<file path="src/bre_pkg.sv">
// Shared types, constants and the letter table for the button report encoder.
// No dependencies; every other file imports this package.
`timescale 1ns / 1ps

package bre_pkg;

  localparam int MASK_W     = 12;  // width of one poll
  localparam int BYTE_W     = 8;   // width of a report byte
  localparam int LIDX_W     = 4;   // letter table index width (16 entries)
  localparam int CFG_IDX_W  = 2;   // configuration register index width
  localparam int QUEUE_DEPTH = 2;  // reports waiting between front and back

  // Configuration register indexes.
  localparam logic [CFG_IDX_W-1:0] CFG_START = 2'd0;
  localparam logic [CFG_IDX_W-1:0] CFG_END   = 2'd1;
  localparam logic [CFG_IDX_W-1:0] CFG_SEP   = 2'd2;

  // Values after reset.
  localparam logic [BYTE_W-1:0] RST_START_BYTE = 8'd18;
  localparam logic [BYTE_W-1:0] RST_END_BYTE   = 8'd19;
  localparam logic [BYTE_W-1:0] RST_SEP_BYTE   = 8'd44;

  typedef logic [MASK_W-1:0] mask_t;

  typedef struct packed {
    logic [BYTE_W-1:0] start_byte;
    logic [BYTE_W-1:0] end_byte;
    logic [BYTE_W-1:0] separator_byte;
  } cfg_bytes_t;

  // Head of the report queue as the back end sees it.
  typedef struct packed {
    logic  valid;
    mask_t mask;
  } q_head_t;

  // Letter for one table index; the last four entries are unused and read zero.
  function automatic logic [BYTE_W-1:0] letter_of(input logic [LIDX_W-1:0] idx);
    logic [BYTE_W-1:0] b;
    case (idx)
      4'd0:    b = 8'h4A;  // J
      4'd1:    b = 8'h55;  // U
      4'd2:    b = 8'h32;  // 2
      4'd3:    b = 8'h31;  // 1
      4'd4:    b = 8'h57;  // W
      4'd5:    b = 8'h53;  // S
      4'd6:    b = 8'h41;  // A
      4'd7:    b = 8'h44;  // D
      4'd8:    b = 8'h4B;  // K
      4'd9:    b = 8'h49;  // I
      4'd10:   b = 8'h4C;  // L
      4'd11:   b = 8'h52;  // R
      default: b = 8'h00;
    endcase
    return b;
  endfunction

endpackage

</file>
<file path="src/bre_front.sv">
// Front end: takes polls, masks off unused buttons and decides whether a report is due.
// Depends on bre_pkg.
`timescale 1ns / 1ps

module bre_front
  import bre_pkg::*;
#(
  parameter int BUTTON_COUNT = 12
) (
  input  logic  clk,
  input  logic  rst,
  input  logic  in_valid,
  input  mask_t pressed_mask,
  input  logic  q_full,
  output logic  in_stall,
  output logic  push,
  output mask_t push_mask
);

  logic  previous_nonzero;
  logic  accept;
  logic  nonzero;
  mask_t count_mask;

  always_comb begin
    for (int i = 0; i < MASK_W; i++) begin
      count_mask[i] = (i < BUTTON_COUNT);
    end
  end

  assign in_stall  = q_full;
  assign accept    = in_valid && !q_full;
  assign push_mask = pressed_mask & count_mask;
  assign nonzero   = |push_mask;
  // A release after a press still needs an empty report.
  assign push      = accept && (nonzero || previous_nonzero);

  always_ff @(posedge clk) begin
    if (rst) begin
      previous_nonzero <= 1'b1;
    end else if (accept) begin
      previous_nonzero <= nonzero;
    end
  end

endmodule

</file>
<file path="src/bre_queue.sv">
// Short report queue between the front and back ends.
// Depends on bre_pkg.
`timescale 1ns / 1ps

module bre_queue
  import bre_pkg::*;
(
  input  logic    clk,
  input  logic    rst,
  input  logic    push,
  input  mask_t   push_mask,
  input  logic    pop,
  output logic    full,
  output q_head_t head
);

  localparam int PTR_W = (QUEUE_DEPTH > 1) ? $clog2(QUEUE_DEPTH) : 1;
  localparam int CNT_W = $clog2(QUEUE_DEPTH + 1);

  mask_t            slots [QUEUE_DEPTH];
  logic [PTR_W-1:0] wr_ptr;
  logic [PTR_W-1:0] rd_ptr;
  logic [CNT_W-1:0] count;

  assign full       = (count == CNT_W'(QUEUE_DEPTH));
  assign head.valid = (count != '0);
  assign head.mask  = slots[rd_ptr];

  always_ff @(posedge clk) begin
    if (push) begin
      slots[wr_ptr] <= push_mask;
    end
  end

  always_ff @(posedge clk) begin
    if (rst) begin
      wr_ptr <= '0;
      rd_ptr <= '0;
      count  <= '0;
    end else begin
      if (push) begin
        wr_ptr <= (wr_ptr == PTR_W'(QUEUE_DEPTH - 1)) ? '0 : wr_ptr + 1'b1;
      end
      if (pop) begin
        rd_ptr <= (rd_ptr == PTR_W'(QUEUE_DEPTH - 1)) ? '0 : rd_ptr + 1'b1;
      end
      if (push && !pop) begin
        count <= count + 1'b1;
      end else if (pop && !push) begin
        count <= count - 1'b1;
      end
    end
  end

endmodule

</file>
<file path="src/bre_back.sv">
// Back end: walks one queued report and sends its bytes through an output register.
// Depends on bre_pkg.
`timescale 1ns / 1ps

module bre_back
  import bre_pkg::*;
#(
  parameter int BUTTON_COUNT = 12
) (
  input  logic              clk,
  input  logic              rst,
  input  cfg_bytes_t        cfg,
  input  q_head_t           head,
  output logic              pop,
  output logic              out_valid,
  input  logic              out_stall,
  output logic [BYTE_W-1:0] out_byte,
  output logic              last_byte
);

  typedef enum logic [3:0] {
    ST_IDLE   = 4'b0001,
    ST_LETTER = 4'b0010,
    ST_SEP    = 4'b0100,
    ST_END    = 4'b1000
  } state_t;

  localparam logic [LIDX_W-1:0] IDX_TOP = LIDX_W'(BUTTON_COUNT - 1);

  state_t            state;
  state_t            state_next;
  mask_t             mask_r;
  mask_t             mask_next;
  mask_t             mask_left;
  logic [LIDX_W-1:0] low_k;
  logic              adv;
  logic              emit;
  logic [BYTE_W-1:0] byte_next;
  logic              last_next;

  // Lowest pressed button still to be sent.
  always_comb begin
    low_k = '0;
    for (int i = MASK_W - 1; i >= 0; i--) begin
      if (mask_r[i]) begin
        low_k = LIDX_W'(i);
      end
    end
  end

  assign mask_left = mask_r & (mask_r - 1'b1);
  assign adv       = !out_valid || !out_stall;

  always_comb begin
    state_next = state;
    mask_next  = mask_r;
    emit       = 1'b0;
    byte_next  = cfg.start_byte;
    last_next  = 1'b0;
    pop        = 1'b0;
    case (state)
      ST_IDLE: begin
        if (head.valid) begin
          emit       = 1'b1;
          pop        = adv;
          mask_next  = head.mask;
          state_next = (head.mask != '0) ? ST_LETTER : ST_END;
        end
      end
      ST_LETTER: begin
        emit       = 1'b1;
        byte_next  = letter_of(IDX_TOP - low_k);
        mask_next  = mask_left;
        state_next = (mask_left != '0) ? ST_SEP : ST_END;
      end
      ST_SEP: begin
        emit       = 1'b1;
        byte_next  = cfg.separator_byte;
        state_next = ST_LETTER;
      end
      ST_END: begin
        emit       = 1'b1;
        byte_next  = cfg.end_byte;
        last_next  = 1'b1;
        state_next = ST_IDLE;
      end
      default: begin
        state_next = ST_IDLE;
      end
    endcase
  end

  always_ff @(posedge clk) begin
    if (rst) begin
      state     <= ST_IDLE;
      out_valid <= 1'b0;
    end else if (adv) begin
      state     <= state_next;
      out_valid <= emit;
    end
  end

  always_ff @(posedge clk) begin
    if (adv) begin
      mask_r    <= mask_next;
      out_byte  <= byte_next;
      last_byte <= last_next;
    end
  end

endmodule

</file>
<file path="src/button_report_encoder.sv">
// Top level of the button report encoder: configuration registers and the
// front end, report queue and back end. Depends on bre_pkg, bre_front, bre_queue, bre_back.
`timescale 1ns / 1ps
//
//  Channel   Handshake                 Payload
//  --------  ------------------------  -------------------------------
//  in        in_valid / in_stall       pressed_mask[11:0]
//  out       out_valid / out_stall     out_byte[7:0], last_byte
//  cfg       cfg_valid / cfg_ready     cfg_index[1:0], cfg_data[7:0]
//
// A report of n pressed buttons is 2n+1 beats long (start, letters with
// separators, end), 25 beats at most; a release report is two beats. The back
// end sends one beat per cycle while out_stall is low, and a poll that yields
// no report is taken at the input without a beat on the output.
// The front end takes a new poll whenever the two-entry report queue has room,
// so polls keep arriving while the back end still drains an earlier report.
// Reset is synchronous and active high; it restores the default start, end and
// separator bytes and marks the previous poll as nonzero. A stall on the output
// holds the current beat in the output register; once the queue fills, in_stall
// rises until the back end takes the next report.

module button_report_encoder
  import bre_pkg::*;
#(
  parameter int BUTTON_COUNT = 12
) (
  input  logic                 clk,
  input  logic                 rst,
  input  logic                 in_valid,
  output logic                 in_stall,
  input  logic [MASK_W-1:0]    pressed_mask,
  output logic                 out_valid,
  input  logic                 out_stall,
  output logic [BYTE_W-1:0]    out_byte,
  output logic                 last_byte,
  input  logic                 cfg_valid,
  output logic                 cfg_ready,
  input  logic [CFG_IDX_W-1:0] cfg_index,
  input  logic [BYTE_W-1:0]    cfg_data
);

  cfg_bytes_t cfg;
  logic       q_full;
  logic       push;
  mask_t      push_mask;
  logic       pop;
  q_head_t    head;

  // Registers take a write on any cycle; an index past the list is dropped.
  assign cfg_ready = 1'b1;

  always_ff @(posedge clk) begin
    if (rst) begin
      cfg.start_byte     <= RST_START_BYTE;
      cfg.end_byte       <= RST_END_BYTE;
      cfg.separator_byte <= RST_SEP_BYTE;
    end else if (cfg_valid && cfg_ready) begin
      case (cfg_index)
        CFG_START: cfg.start_byte     <= cfg_data;
        CFG_END:   cfg.end_byte       <= cfg_data;
        CFG_SEP:   cfg.separator_byte <= cfg_data;
        default:   ;
      endcase
    end
  end

  // The front end decides per poll whether a report is due and queues its mask.
  bre_front #(
    .BUTTON_COUNT(BUTTON_COUNT)
  ) u_front (
    .clk         (clk),
    .rst         (rst),
    .in_valid    (in_valid),
    .pressed_mask(pressed_mask),
    .q_full      (q_full),
    .in_stall    (in_stall),
    .push        (push),
    .push_mask   (push_mask)
  );

  bre_queue u_queue (
    .clk      (clk),
    .rst      (rst),
    .push     (push),
    .push_mask(push_mask),
    .pop      (pop),
    .full     (q_full),
    .head     (head)
  );

  // The back end turns a queued mask into report bytes, one per cycle while
  // out_stall is low. An empty mask yields just the start and end bytes.
  bre_back #(
    .BUTTON_COUNT(BUTTON_COUNT)
  ) u_back (
    .clk      (clk),
    .rst      (rst),
    .cfg      (cfg),
    .head     (head),
    .pop      (pop),
    .out_valid(out_valid),
    .out_stall(out_stall),
    .out_byte (out_byte),
    .last_byte(last_byte)
  );

endmodule
</file>
<file path="config.mk">
export PLATFORM = sky130hd
export DESIGN_NAME = button_report_encoder
export DESIGN_NICKNAME = d
export VERILOG_FILES = /design/src/bre_pkg.sv /design/src/bre_front.sv /design/src/bre_queue.sv /design/src/bre_back.sv /design/src/button_report_encoder.sv
export SDC_FILE = /design/constraint.sdc
export NUM_CORES = 1
export LEC_CHECK = 0
export ABC_AREA = 1
export BUFFER_PORTS_ARGS = -buffer_cell sky130_fd_sc_hd__buf_4
export CAP_MARGIN = 20
export CORE_MARGIN = 5
export CORE_UTILIZATION = 63
export DETAILED_ROUTE_END_ITERATION = 16
export PLACE_DENSITY_LB_ADDON = 0.08
export SYNTH_ARGS = -nofsm -noshare
export SYNTH_HDL_FRONTEND = slang
export SYNTH_SLANG_ARGS = --single-unit
</file>
<file path="constraint.sdc">
create_clock -name clk -period 4.1 [get_ports clk]
set_input_delay 0.82 -clock clk [delete_from_list [all_inputs] [get_ports clk]]
set_output_delay 0.82 -clock clk [all_outputs]
set_load 0.01 [all_outputs]
</file>
# == Yosys cells after proc, flatten, opt, wreduce, memory -nomap -nowiden ==
# Memories as Yosys holds them, arrays and structs flattened. A register that Yosys moved wholly into a read port is not among the register bits.
# Index checks and enable logic that the tools add are counted.
# totals
ff_bits,55
mem_bits_rw,24
rom_bits,112
inputBits,27
out_inout_bits,12
elab_cells,85
memories,2
# op_classes
addsub,6
n_eq_ne,8
mux,32
n_bitwise,1
reduce_logical,24
# mem_list
memory,words,word_bits,rd,rd_clocked_by_memory_dff,write_ports,line_no,text
(no name shown),16,7,1,0,0,bre_pkg.sv:40,case (idx)
u_queue.slots,2,12,1,1,1,bre_queue.sv:20,mask_t slots [QUEUE_DEPTH];
# op_table
cell,n
two-way mux 4 bit,15
one-hot mux 12 bit (2 select lines),1
one-hot mux 8 bit (3 select lines),1
nonzero test 12 bit,2
bitwise AND 12 bit,1
two-way mux 12 bit,1
one-hot mux 4 bit (3 select lines),1
OR reduction 12 bit,1
subtractor 12 x 1 -> 12 bit (second input constant),1
two-way mux 1 bit,10
AND reduction 2 bit,4
nonzero test 2 bit,3
zero test 1 bit,5
equality test 2 bit (second input constant),2
equality test 4 x 1 -> 1 bit (second input constant),1
equality test 4 x 2 -> 1 bit (second input constant),1
equality test 4 x 3 -> 1 bit (second input constant),1
equality test 4 bit (second input constant),1
logical AND 1 bit,4
two-way mux 2 bit,2
subtractor 4 bit (first input constant),1
AND reduction 3 bit,1
OR reduction 3 bit,1
adder 1 bit (second input constant),2
7 further kinds,8

# == Logic depth before layout (Yosys ltp) ==
# An unclocked memory read counts as a cell.
# depth
ltp_word,15
depth_mapped,18
mapped_depth_nobuf,18

# == Cells and area by module ==
# A second synthesis with hierarchy kept.
# unflattened
hier_cells,471
area_unflattened_um2,4040.1
# by_module_without_submodules
module,n_inst,cells_each,area_each_um2,seq_area_each_um2
bre_back,1,223,1706.6,730.7
bre_queue,1,70,1133.6,820.8
button_report_encoder,1,144,1004.7,480.5
bre_front,1,34,195.2,20.0

# == Least setup slack after synthesis ==
# Ideal clock, no wire load.
# synth_path
kind,input -> register
from,in pressed_mask[1]
to,reg u_queue.count[1]
setup_ns,0.122
t_arrival_ns,2.235
t_required_ns,3.978
slack_ns,1.743
stages,8
path_buffers,0
cell_sequence,or4_1 > nor2_1 > a21oi_1 > ha_1 > a21oi_1 > o21ai_0 > o21ai_0 > a21oi_1
# synth_via
elab_chain_len,6
word_cells_on_any_way,8
cone_classes,mux: 1; reduce/logical: 7
# synth_lines
item,line_no,text
"start, declared",button_report_encoder.sv:31,"input logic [MASK_W-1:0] pressed_mask,"
OR reduction 12 bit *,bre_front.sv:34,assign nonzero = |push_mask;
logical OR 1 bit *,bre_front.sv:36,assign push = accept && (nonzero || previous_nonzero);
logical AND 1 bit *,bre_front.sv:36,
named net push,button_report_encoder.sv:44,logic push;
zero test 1 bit,bre_queue.sv:49,end else if (pop && !push) begin
logical AND 1 bit,bre_queue.sv:49,
nonzero test 2 bit (no source line),-,
"end signal, assigned",bre_queue.sv:48,count <= count + 1'b1;
"end signal, assigned",bre_queue.sv:50,count <= count - 1'b1;
"end, declared",bre_queue.sv:23,logic [CNT_W-1:0] count;
# The timed path passes the listed nets; every way through them passes the cells marked *.
# A chain may end at the register's enable or synchronous reset.

# == Worst setup path in the final report ==
# layout_path
from,reg u_back.state[1]
to,"reg u_back.mask_r[2], enable pin"
# layout_via
elab_chain_len,3
word_cells_on_any_way,5
cone_classes,eq/ne: 3; reduce/logical: 2
# layout_lines
item,line_no,text
"start, declared",bre_back.sv:30,state_t state;
"start signal, assigned",bre_back.sv:98,state <= state_next;
equality test 4 x 1 -> 1 bit / equality test 4 x 2 -> 1 bit (equally long branches),bre_back.sv:61,case (state)
!= test 2 bit (no source line) / nonzero test 2 bit (equally long branches),-,
AND reduction 3 bit (no source line) *,-,
"end signal, assigned",bre_back.sv:105,mask_r <= mask_next;
"end, declared",bre_back.sv:32,mask_t mask_r;
# Every way passes the cells marked *; elsewhere a longest branch is shown, timed or not.

==> run summary <==
Once the floorplan was initialized, standard cells occupied 63.88% of the core. In this run the vertical extent of the chip is 86.79 µm. Data on the critical path arrives at its endpoint at 2.88 ns. The first detailed-routing pass ran for 5 iterations. After clock tree synthesis, the flow added hold-fix buffers numbering 0.

The share of the core filled with cells in the final layout was 72.96%; the number of distinct library cell variants in the gate-level netlist after synthesis was 38. After technology mapping, the gate count stands at 427. For the number of global-route vias before repair, the log shows 2848. The root buffer cell was clkbuf_8.

The net count after synthesis came out at 457. In this run, synthesis produced a sequential element count of 80. Gates resized during post-CTS repair numbered 0. The number of buffers and inverters on the critical path is 2. In this run the power density over the cells is 646.3 nW/µm². The initial antenna violation count came out at 0. The synthesized netlist occupies a cell area of 3715 µm². The detailed router finished its first iteration with 206 violations.

The tools report the setup TNS as 0 ns. In this run the post-CTS setup repair buffer count came out at 0. Buffers inserted during clock tree synthesis total 9.

The type of the most critical hold path is register to register. In the finished design, the share of the clock period the worst path needs comes to 70.98%. By instance count, the cell type seen most on the critical path is inv_1. Wires add up to 7769 µm. The floorplan step defined a die boundary enclosing 7533 µm².

Once detail routing completed, the nets flagged for antenna violations numbered 0. Critical path's slowest cell: a21oi_1. STA classifies the critical path endpoint as a register.

The number of sinks driven by the clock tree is 80. Setup repair after global routing left no endpoint under its margin. For this run, design rule violations remaining after detail routing come to 0. Routability-driven placement finished with a final weighted congestion of 0.8015.

The design draws 2.742 mW. Across the run, the number of max-cap violations was 0. The total global-route track usage came out at 22.47%. The final instance area was 4243 µm².

Counting tap cells, the placed design contains a total of 530 instances. Clock latency on the worst-skew pair, taken at its later pin, is 0.35 ns. The logs give 55.24% for the sequential element share of the synthesized area and 1.205 ns for the minimum setup slack after placement.

The detailed-route wire length per cell is 14.23 µm, and the number of antenna diodes is 0. The tools report the final net count as 497. The run finished with clean final reports. Largest fanout on the critical path: 22. The global-route wire length before repair is 13170 µm, and the standby leakage power is 1.820 nW. The number of setup violations in the final report was 0; the largest net degree at the start of global routing was 29. At the pin with the least slew margin, the transition time is 1.047 ns. For this design the top-level I/O count stands at 39.

The floorplan has 28 rows. The signal on the critical path passes through inv_1 -> nor3_2 -> inv_1 -> a21oi_1. Counting I/O delays and the setup requirement, the final critical path takes 2.910 ns.

Final worst hold slack: 0.4565 ns. Input and output buffers added on the ports amount to 37. After legalization and detailed placement, the total HPWL measured 5588 µm. The horizontal die dimension is 86.79 µm, and the worst setup slack after layout is 1.190 ns. During synthesis, Yosys emitted a total of 0 warnings.

The placeable core region is 5816 µm², and the clock transition at the registers of the reported paths is 0.08 ns. The required time at the endpoint of the critical path was 4.07 ns; the relative area change from synthesis to final layout was 14.21%. Dividing the detail-routed via count by the number of cells gives 5.445. The synthesized area per cell works out to 8.700 µm². The total count of max-transition violations in the final report was 0. In this run the tightest slew margin relative to its limit is 30.23%.

No sink is reached through more buffers than the 2 on the longest clock path. Cells with a size suffix above 1 make up 16.99% of the layout. On the critical path the largest part of the delay comes from compound AO/OA/AOI/OAI gates. The run gives 0 as the final hold violation count. On the worst path, the slowest cell contributes a delay of 0.93 ns. The H-tree was split into 3 levels. The finished layout holds 546 standard cells, fillers aside. For the final database, setup skew stands at 0.006089 ns.

Total congestion overflow: 0. The tools report the startpoint type of the worst setup path as a register. The placed instances occupy a cell area of 4034 µm². TritonCTS built the clock tree.

IR analysis of the VDD net gives a maximum drop of 0.4285 mV. The category of the critical setup timing path was register to register. For the highest achievable clock rate, the log shows 343.6 MHz. Across all layers, the routed design uses 2973 vias.
worst register-to-register path, delay by kind of cell (launching register included):
family | cells | cell delay (ns)
AO/OA/AOI/OAI | 1 | 0.93
buffers and inverters | 2 | 0.58
AND/OR/NAND/NOR | 1 | 0.56
flip-flops | 1 | 0.45
path summary, 6_finish.rpt:
check,startpoint,to,slack [ns],depth (start not counted)
setup / recovery,u_back.state[1],u_back.mask_r[2],1.19,4
hold / removal,cfg[1],cfg[1],0.46,2
hold reg to reg,cfg[1],cfg[1],0.46,2
setup reg to reg,u_back.state[1],u_back.mask_r[2],1.19,4
where the power goes:
group | switching, mW | internal [mW] | total (mW) | leakage [nW]
Clock | 0.263 | 0.338 | 0.601 | 0.103
Sequential | 0.135 | 1.09 | 1.22 | 0.726
Combinational | 0.607 | 0.313 | 0.920 | 0.991
Total | 1.01 | 1.74 | 2.74 | 1.82
registers in the layout, summed over array words and instances, names as in the netlist, named ones only:
| name | flops |
|---|---|
| u_queue.wr_ptr | 1 |
| u_queue.rd_ptr | 1 |
| u_back.last_byte | 1 |
| u_back.out_byte | 8 |
| u_back.out_valid | 1 |
| u_queue.slots | 24 |
| u_back.mask_r | 12 |
| u_queue.count | 2 |
| u_front.previous_nonzero | 1 |
| cfg | 24 |
| u_back.state | 4 |
cells by family after synthesis:
| group | share of synthesized area, % |
|---|---|
| other | 0.1009 |
| adder cells (fa/ha/maj) | 1.011 |
| multiplexers | 1.448 |
| flip-flops | 55.24 |
| AND/OR/NAND/NOR | 22.84 |
| AO/OA/AOI/OAI | 11.86 |
| buffers and inverters | 7.275 |
| XOR/XNOR | 0.2358 |
metal layers:
layer | share of wire, % | routed length [µm] | vias to the layer above | track usage [%]
met5 | 0 | 0 | - | 0
met4 | 1.5 | 119 | 0 | 7.224
met3 | 5.8 | 452 | 9 | 4.087
met2 | 46 | 3544 | 86 | 34.30
met1 | 47 | 3653 | 1379 | 32.55
li1 | - | - | 1499 | -
placed cells by master (no fill, tap or decap):
cell        n
nand2_2     1
conb_1      1
o21ai_0    37
inv_2       8
clkbuf_8    9
nand3b_1    1
nor2_2      6
bufinv_16   2
or4_1       1
a31oi_1     3
nand3_1    25
a22o_1      2
inv_1      49
nor3_2      4
nor2_4      2
edfxtp_1   45
clkinv_1    1
nor4_4      1
nor2_1     43
nand2_1    99
mux2_2      3
o21ai_2     2
a22oi_1     1
a21oi_2     2
o21ai_1    10
ha_1        3
nand4_1     1
o21a_1      2
xor2_1      1
nor3_1      2
o2111ai_1   2
nor4_1      4
or2_1       1
buf_4      38
clkinv_2    2
mux2i_1     2
clkbuf_1    2
a21oi_1    17
dfxtp_1    35
o311ai_0    1
synthesized netlist by cell type (all sizes together):
cell type	instances	area share (%)
inv	57	5.8
dfxtp	35	19
clkinv	1	0.10
a22o	2	0.47
nor2	51	6.0
xor2	1	0.24
o21ai	49	6.8
clkbuf	6	0.61
or2	1	0.17
nand3	25	3.4
nor3	6	1.3
nand2	100	10
a21oi	19	2.8
mux2	3	0.91
buf	3	0.81
mux2i	2	0.54
nand3b	1	0.20
o21a	2	0.40
a31oi	3	0.51
nor4	5	1.2
o2111ai	2	0.47
or4	1	0.20
conb	1	0.10
nand4	1	0.17
edfxtp	45	36
a22oi	1	0.20
ha	3	1.0
o311ai	1	0.24
final cells by class:
type / count / area [µm²]
clock buffer: 11 / 131.4
tap: 75 / 93.84
inverter: 58 / 217.7
clock inverter: 4 / 70.07
sequential: 80 / 2052
timing repair buffer: 38 / 285.3
multi-input combinational: 280 / 1393
fill: 460 / 1573
No activity file was read; power rests on OpenSTA's default activity.
